## config.mk

```make
export PLATFORM = sky130hd
export DESIGN_NAME = gamepad_event_mapper
export DESIGN_NICKNAME = d
export VERILOG_FILES = /design/src/hdl/gem_pkg.sv /design/src/hdl/gamepad_event_mapper.sv /design/src/hdl/gem_ram.sv /design/src/hdl/gem_match_unit.sv
export SDC_FILE = /design/constraint.sdc
export NUM_CORES = 2
export LEC_CHECK = 0
export BUFFER_PORTS_ARGS = -buffer_cell sky130_fd_sc_hd__buf_2
export CAP_MARGIN = 15
export CORE_MARGIN = 8
export CORE_UTILIZATION = 50
export CTS_CLUSTER_DIAMETER = 50
export DETAILED_ROUTE_END_ITERATION = 6
export HOLD_SLACK_MARGIN = 0.02
export PLACE_DENSITY = 0.76
export SYNTH_ARGS = -nofsm -noshare
export SYNTH_HDL_FRONTEND = slang
export SYNTH_SLANG_ARGS = --single-unit
```

## constraint.sdc

```tcl
create_clock -name clk -period 9.5 [get_ports clk]
set_input_delay 0.95 -clock clk [delete_from_list [all_inputs] [get_ports clk]]
set_output_delay 0.95 -clock clk [all_outputs]
set_load 0.1 [all_outputs]
```

## src/hdl/gem_pkg.sv

```systemverilog
`default_nettype none

package gem_pkg;

    localparam int TABLE_ENTRIES = 64;
    localparam int IDX_W         = $clog2(TABLE_ENTRIES);
    localparam int CNT_W         = $clog2(TABLE_ENTRIES + 1);

    localparam logic       OP_LOAD   = 1'b0;
    localparam logic       OP_EVENT  = 1'b1;
    localparam logic [7:0] KIND_AXIS = 8'd2;
    localparam int         INIT_BIT  = 7;

    // table entry without its valid mark; valid marks live in flops
    typedef struct packed {
        logic [7:0]         code;
        logic [1:0]         kind;
        logic [7:0]         control;
        logic signed [1:0]  direction;
        logic signed [15:0] deadzone;
    } entry_t;

    typedef struct packed {
        logic               match;
        logic               stop;
        logic signed [15:0] level;
    } match_t;

    typedef enum logic [5:0] {
        S_IDLE       = 6'b000001,
        S_SCAN_MAIN  = 6'b000010,
        S_SCAN_POS   = 6'b000100,
        S_SCAN_NEG   = 6'b001000,
        S_OUT_FIRST  = 6'b010000,
        S_OUT_SECOND = 6'b100000
    } state_t;

endpackage

`default_nettype wire

```

## src/hdl/gamepad_event_mapper.sv

```systemverilog
`default_nettype none

// Load request: writes one table slot, no result.
// Event request: a table scan reads the slots in order through the one-port table read and
// the single match unit, and ends at an unused slot, a match with nonzero code, or past the
// last slot. Results follow the last scan; an axis settling at zero runs three scans.
// One event in flight; input stalls until its results are taken. Reset clears every table
// valid mark, the press flag and the sequencer.

module gamepad_event_mapper (
    input  wire                 clk,
    input  wire                 rst_n,
    input  wire                 in_valid,
    output logic                in_stall,
    input  wire                 operation,
    input  wire  [5:0]          entry_index,
    input  wire                 entry_valid,
    input  wire  [7:0]          entry_code,
    input  wire  [1:0]          entry_kind,
    input  wire  [7:0]          entry_control,
    input  wire  signed [1:0]   entry_direction,
    input  wire  signed [15:0]  entry_deadzone,
    input  wire  [7:0]          event_kind,
    input  wire  [7:0]          event_control,
    input  wire  signed [15:0]  event_level,
    output logic                out_valid,
    input  wire                 out_stall,
    output logic [7:0]          key_code,
    output logic signed [15:0]  key_level,
    output logic                last_result,
    output logic                any_press_seen
);

    import gem_pkg::*;

    state_t                   state_reg, state_next;
    logic [CNT_W-1:0]         rd_idx_reg, rd_idx_next;
    logic                     pend_reg, pend_next;
    logic                     two_reg, two_next;
    logic                     press_reg, press_next;
    logic [TABLE_ENTRIES-1:0] vbits_reg;
    logic                     vbit_reg;
    logic [7:0]               kind_reg;
    logic [7:0]               control_reg;
    logic signed [15:0]       level_reg, level_next;
    logic [7:0]               found_reg, found_next;
    logic [7:0]               code1_reg, code1_next;
    logic [7:0]               code2_reg, code2_next;

    entry_t                   wr_entry;
    entry_t                   rd_entry;
    match_t                   mres;
    logic [IDX_W-1:0]         rd_addr;
    logic [IDX_W-1:0]         wr_addr;
    logic                     accept;
    logic                     load_we;
    logic                     start_event;
    logic                     scanning;
    logic                     hit;
    logic                     scan_done;
    logic                     issue;
    logic signed [15:0]       lvl_scan;
    logic [7:0]               found_scan;

    assign accept      = in_valid && !in_stall;
    assign load_we     = accept && (operation == OP_LOAD)
                         && (32'(entry_index) < TABLE_ENTRIES);
    assign start_event = accept && (operation == OP_EVENT) && !event_kind[INIT_BIT];
    assign wr_addr     = IDX_W'(entry_index);
    assign rd_addr     = rd_idx_reg[IDX_W-1:0];

    always_comb
    begin
        wr_entry.code      = entry_code;
        wr_entry.kind      = entry_kind;
        wr_entry.control   = entry_control;
        wr_entry.direction = entry_direction;
        wr_entry.deadzone  = entry_deadzone;
    end

    gem_ram #(
        .WIDTH ($bits(entry_t)),
        .DEPTH (TABLE_ENTRIES)
    ) u_table (
        .clk   (clk),
        .we    (load_we),
        .waddr (wr_addr),
        .wdata (wr_entry),
        .raddr (rd_addr),
        .rdata (rd_entry)
    );

    gem_match_unit u_match (
        .entry      (rd_entry),
        .ev_kind    (kind_reg),
        .ev_control (control_reg),
        .level      (level_reg),
        .result     (mres)
    );

    assign scanning   = (state_reg == S_SCAN_MAIN) || (state_reg == S_SCAN_POS)
                        || (state_reg == S_SCAN_NEG);
    assign hit        = scanning && pend_reg && vbit_reg && mres.match;
    // scan ends on an unused slot, a match with nonzero code, or past the last slot
    assign scan_done  = scanning && (pend_reg ? (!vbit_reg || (mres.match && mres.stop))
                                              : (rd_idx_reg == CNT_W'(TABLE_ENTRIES)));
    assign issue      = scanning && !scan_done && (32'(rd_idx_reg) < TABLE_ENTRIES);
    assign lvl_scan   = hit ? mres.level : level_reg;
    assign found_scan = hit ? rd_entry.code : found_reg;

    always_comb
    begin
        state_next  = state_reg;
        rd_idx_next = rd_idx_reg;
        pend_next   = issue;
        two_next    = two_reg;
        press_next  = press_reg;
        level_next  = level_reg;
        found_next  = found_reg;
        code1_next  = code1_reg;
        code2_next  = code2_reg;

        if (issue)
        begin
            rd_idx_next = rd_idx_reg + CNT_W'(1);
        end
        if (scanning)
        begin
            level_next = lvl_scan;
            found_next = found_scan;
        end

        unique case (state_reg)
            S_IDLE:
            begin
                if (start_event)
                begin
                    level_next  = event_level;
                    found_next  = 8'd0;
                    rd_idx_next = '0;
                    two_next    = 1'b0;
                    state_next  = S_SCAN_MAIN;
                end
            end
            S_SCAN_MAIN:
            begin
                if (scan_done)
                begin
                    code1_next = found_scan;
                    if ((kind_reg == KIND_AXIS) && (lvl_scan == 16'sd0))
                    begin
                        level_next  = 16'sd1;
                        found_next  = 8'd0;
                        rd_idx_next = '0;
                        state_next  = S_SCAN_POS;
                    end
                    else
                    begin
                        if (lvl_scan != 16'sd0)
                        begin
                            press_next = 1'b1;
                        end
                        state_next = S_OUT_FIRST;
                    end
                end
            end
            S_SCAN_POS:
            begin
                if (scan_done)
                begin
                    code1_next  = found_scan;
                    level_next  = -16'sd1;
                    found_next  = 8'd0;
                    rd_idx_next = '0;
                    state_next  = S_SCAN_NEG;
                end
            end
            S_SCAN_NEG:
            begin
                if (scan_done)
                begin
                    code2_next = found_scan;
                    level_next = 16'sd0;
                    two_next   = 1'b1;
                    state_next = S_OUT_FIRST;
                end
            end
            S_OUT_FIRST:
            begin
                if (!out_stall)
                begin
                    state_next = two_reg ? S_OUT_SECOND : S_IDLE;
                end
            end
            S_OUT_SECOND:
            begin
                if (!out_stall)
                begin
                    state_next = S_IDLE;
                end
            end
            default:
            begin
                state_next = S_IDLE;
            end
        endcase
    end

    always_ff @(posedge clk or negedge rst_n)
    begin
        if (!rst_n)
        begin
            state_reg  <= S_IDLE;
            rd_idx_reg <= '0;
            pend_reg   <= 1'b0;
            two_reg    <= 1'b0;
            press_reg  <= 1'b0;
            vbits_reg  <= '0;
        end
        else
        begin
            state_reg  <= state_next;
            rd_idx_reg <= rd_idx_next;
            pend_reg   <= pend_next;
            two_reg    <= two_next;
            press_reg  <= press_next;
            if (load_we)
            begin
                vbits_reg[wr_addr] <= entry_valid;
            end
        end
    end

    always_ff @(posedge clk)
    begin
        level_reg <= level_next;
        found_reg <= found_next;
        code1_reg <= code1_next;
        code2_reg <= code2_next;
        if (issue)
        begin
            vbit_reg <= vbits_reg[rd_addr];
        end
        if (start_event)
        begin
            kind_reg    <= event_kind;
            control_reg <= event_control;
        end
    end

    assign in_stall       = (state_reg != S_IDLE);
    assign out_valid      = (state_reg == S_OUT_FIRST) || (state_reg == S_OUT_SECOND);
    assign key_code       = (state_reg == S_OUT_SECOND) ? code2_reg : code1_reg;
    assign key_level      = level_reg;
    assign last_result    = (state_reg == S_OUT_SECOND) || !two_reg;
    assign any_press_seen = press_reg;

`ifndef SYNTHESIS
    a_state_onehot: assert property (@(posedge clk) disable iff (!rst_n)
        $onehot(state_reg))
        else $error("sequencer state not one-hot");

    a_pend_in_scan: assert property (@(posedge clk) disable iff (!rst_n)
        pend_reg |-> scanning)
        else $error("table read pending outside a scan");

    a_release_level: assert property (@(posedge clk) disable iff (!rst_n)
        (state_reg == S_OUT_SECOND) |-> (level_reg == 16'sd0) && two_reg)
        else $error("second result is not a release");

    a_probe_axis: assert property (@(posedge clk) disable iff (!rst_n)
        ((state_reg == S_SCAN_POS) || (state_reg == S_SCAN_NEG)) |-> (kind_reg == KIND_AXIS))
        else $error("probe scan for a non-axis event");

    a_idx_range: assert property (@(posedge clk) disable iff (!rst_n)
        32'(rd_idx_reg) <= TABLE_ENTRIES)
        else $error("scan index past table end");
`endif

endmodule

`default_nettype wire

```

## src/hdl/gem_ram.sv

```systemverilog
`default_nettype none

module gem_ram #(
    parameter int WIDTH = 8,
    parameter int DEPTH = 64
) (
    input  wire                        clk,
    input  wire                        we,
    input  wire  [$clog2(DEPTH)-1:0]   waddr,
    input  wire  [WIDTH-1:0]           wdata,
    input  wire  [$clog2(DEPTH)-1:0]   raddr,
    output logic [WIDTH-1:0]           rdata
);

    logic [WIDTH-1:0] mem [DEPTH];

    always_ff @(posedge clk)
    begin
        if (we)
        begin
            mem[waddr] <= wdata;
        end
        rdata <= mem[raddr];
    end

endmodule

`default_nettype wire

```

## src/hdl/gem_match_unit.sv

```systemverilog
`default_nettype none

module gem_match_unit (
    input  wire gem_pkg::entry_t  entry,
    input  wire [7:0]             ev_kind,
    input  wire [7:0]             ev_control,
    input  wire signed [15:0]     level,
    output gem_pkg::match_t       result
);

    import gem_pkg::*;

    logic signed [15:0] sgn;
    logic signed [15:0] cmp;
    logic signed [15:0] dir_ext;
    logic signed [16:0] lvl17;
    logic signed [16:0] dz17;
    logic signed [16:0] neg_dz17;
    logic               kind_ok;

    assign sgn      = level[15] ? -16'sd1 : ((level != 16'sd0) ? 16'sd1 : 16'sd0);
    assign cmp      = (ev_kind == KIND_AXIS) ? sgn : level;
    assign dir_ext  = 16'(entry.direction);
    assign lvl17    = 17'(level);
    assign dz17     = 17'(entry.deadzone);
    assign neg_dz17 = -dz17;
    // bit 7 (init) is filtered upstream; bits 6:2 must be clear to equal a 2-bit kind
    assign kind_ok  = (ev_kind[1:0] == entry.kind) && (ev_kind[6:2] == 5'd0);

    always_comb
    begin
        result.match = kind_ok && (ev_control == entry.control)
                       && ((dir_ext == cmp) || (cmp == 16'sd0));
        result.stop  = (entry.code != 8'd0);
        result.level = level;
        if (dz17 > 17'sd0)
        begin
            if ((lvl17 < dz17) && (lvl17 > neg_dz17))
            begin
                result.level = 16'sd0;
            end
        end
        else if (dz17 < 17'sd0)
        begin
            // trigger mode: threshold to 0/1
            result.level = (lvl17 < dz17) ? 16'sd0 : 16'sd1;
        end
    end

endmodule

`default_nettype wire

```

==> flow_metrics.py <==
metrics = {
    "sta": {
        "max_clock_freq_mhz": 197,
        "drv_slew": 0,
        "slew_headroom": 0.183,
        "worstMarginPinSlew_ns": 1.22,
        "hold_viol": 0,
        "period_share": 0.533,
        "hold_slack_ns": 0.229,
        "setup-tns-final_ns": 0,
        "skew_ns": 0.0879,
        "rsz0062_at_grt": "false",
        "setup_viol": 0,
        "period_minus_slack_ns": 5.07,
    },
    "routing": {
        "totalWireLength_um": 254000,
        "wire_per_inst_um": 35.8,
        "num_vias": 47300,
        "via_per_inst": 6.67,
        "drcViolationCount": 0,
        "first_iter_violations": 6987,
        "antenna_left": 0,
        "firstDrtPassIters": 6,
    },
    "worst_setup_path": {
        "critPathSlowestCell": "nand3_1",
        "path_class": "reg2reg",
        "crit_required_ns": 10.23,
        "cp_data_arrival_time_ns": 5.80,
        "critPathMaxStageDelay_ns": 0.92,
        "path_max_fanout": 25,
        "endpoint_kind": "register",
        "worstPathCellList": "nor2_1 -> and4b_1 -> nand2_1 -> nor3b_1 -> nand3_1 -> nor2_4 -> buf_4 -> mux2_2",
        "cp-start-kind": "register",
    },
    "clock_network": {
        "htree_levels": 4,
        "clk-insertion-delay-late_ns": 0.89,
        "numCtsBuffers": 233,
        "cts_tree": "done",
        "clk_pin_slew_ns": 0.06,
        "clock-sinks": 2477,
        "cts-root-buf": "clkbuf_16",
        "cts_resized": 0,
        "clockBufferDepth": 3,
    },
    "global_routing": {
        "antenna_found_initial": 28,
        "grt_overflow": 0,
        "grt_pass1_wl_um": 357000,
        "grt_max_degree": 131,
        "grt.total_usage": 0.244,
        "first_global_vias": 47200,
    },
    "floorplanning": {
        "boundaryPins": 108,
        "dieArea_um2": 205000,
        "chipWidth_um": 453,
        "die_h_um": 453,
        "num_rows": 160,
        "initial_core_util": 0.503,
        "coreArea_um2": 190000,
    },
    "finish": {
        "largest_reg_flops": 2304,
        "fin_nets": 4482,
        "fin_cells": 7097,
        "drive_above_1_share": 0.323,
        "syn2layout_area_growth_pct": 12.8,
    },
    "flow_run": {
        "cap_violations": 0,
    },
    "synth": {
        "synth-adder-area-share": 0.00471,
        "synth_xor_area_frac": 0.00293,
        "ys_seq_elements": 2477,
        "yosysUniqueCellTypes": 72,
        "synthArstFlopShare": 0.0323,
        "synth_enable_flop_cells": 2337,
        "synth_flop_cell": "edfxtp_1",
        "synth.avg_cell_area_um2": 23.2,
        "synthMuxAreaShare": 0.188,
        "synth-seq-area-share": 0.768,
        "synth_top_family_by_area": "multiplexers",
        "synth.largest_area_cell": "edfxtp_1",
        "yosysMostFrequentCell": "edfxtp_1",
        "syn_nets": 4232,
        "synth_common_cells": "edfxtp_1, mux4_2, clkbuf_1",
        "synth_area_um2": 95600,
        "synth_simple_gate_area_share": 0.0163,
        "synth_compound_area_frac": 0.0102,
        "yosysWarnings": 0,
        "synthTopCellsByArea": "edfxtp_1, mux4_2, dfrtp_1",
        "syn_inst": 4116,
        "yosysTopAreaCellShare": 0.734,
    },
    "power": {
        "ir_drop_v": 0.000216,
        "power_density_nw_per_um2": 267,
        "p_total_mw": 28.8,
        "p_leak_nw": 33.4,
    },
    "place": {
        "port-buffer-count": 107,
        "dpl.hpwl_um": 137000,
        "dp.cells": 6628,
        "place_congestion": 0.860,
    },
    "worst_hold_path": {
        "hp-class": "in2reg",
    },
    "run_status": {
        "status": "finished, final reports clean",
    },
}
-- metal layers --
layer  GRT usage  vias to the layer above  wire [um]
met5           0                        -         89
met4       0.102                       12      12500
met3      0.0787                      639      32500
met2       0.387                     3563     121000
met1       0.314                    25000      88100
li1            -                    18100          -
-- final cells by class --
type	count	area, um2
Tap cell	2511	3140
Clock buffer	297	6180
Antenna cell	15	37.5
Inverter	32	128
Clock inverter	143	1480
Fill cell	13200	82300
Sequential cell	2477	73400
Timing Repair Buffer	228	1730
Multi-Input combinational cell	1394	21800
-- metrics by stage --
step	instance area (um2)	util	setup WS [ns]
2_1_floorplan	95600	-	5.58
3_3_place_gp	99900	0.525	4.77
3_5_place_dp	99900	0.525	4.72
4_1_cts	108000	0.566	4.53
5_1_grt	108000	0.567	4.28
6_report	108000	0.567	4.43
-- cells in the final DEF, fill, tap and decap left out, types with 10 or more instances in the layout --
cell type,count
mux2i_1,49
mux2_2,84
o21ai_0,26
edfxtp_1,2337
xnor2_1,19
inv_1,29
nand4_1,15
nand2_1,84
nor4_1,18
ha_1,36
clkbuf_1,53
o211ai_1,19
mux4_2,736
clkbuf_8,11
nor2_1,25
nand3_1,35
buf_12,21
clkinv_2,47
bufinv_16,18
clkbuf_16,233
clkinv_1,47
buf_2,106
diode_2,15
clkinv_16,10
xor2_1,13
buf_4,99
dfxtp_1,60
nor2_4,64
dfrtp_1,74
a21oi_1,39
nor3_1,13
-- path summary, 6_finish.rpt --
check / start / to / slack (ns) / cells after the start
max: state_reg[3] / vbits_reg[15] / 4.43 / 8
min: event_control[2] / control_reg[2] / 0.23 / 1
max reg2reg: state_reg[3] / vbits_reg[15] / 4.43 / 8
min reg2reg: vbits_reg[27] / vbits_reg[27] / 0.51 / 1
max in group asynchronous: rst_n / vbits_reg[36] / 7.70 / 3
min in group asynchronous: rst_n / state_reg[3] / 0.48 / 2
-- timing repair --
action | 4_1_cts | 5_1_grt
hold endpoints to repair | 15 | 0
buffers inserted | 0 | 0
hold buffers | 1 | 0
-- power breakdown --
part / total (mW) / leakage (nW) / internal [mW] / switching, mW
logic: 7.01 / 7.13 / 3.15 / 3.86
registers: 12.6 / 22.6 / 12.1 / 0.432
clock network: 9.24 / 3.72 / 5.13 / 4.11
-- logic make-up (layout without fill, tap and decap cells) --
| kind of cell | count (synthesis) | after routing |
|---|---|---|
| buffers and inverters | 245 | 700 |
| AND/OR/NAND/NOR | 311 | 311 |
| adder cells (fa/ha/maj) | 36 | 36 |
| AO/OA/AOI/OAI | 146 | 146 |
| XOR/XNOR | 32 | 32 |
| multiplexers | 869 | 869 |
| flip-flops | 2477 | 2477 |
| other | 0 | 15 |
-- worst max-delay path, delay by kind of cell (launching register included) --
| family | cells | cell delay, ns |
|---|---|---|
| multiplexers | 1 | 0.41 |
| buffers and inverters | 1 | 0.70 |
| AND/OR/NAND/NOR | 6 | 3.31 |
| flip-flops | 1 | 0.45 |
No activity file was read; power rests on OpenSTA's default activity.
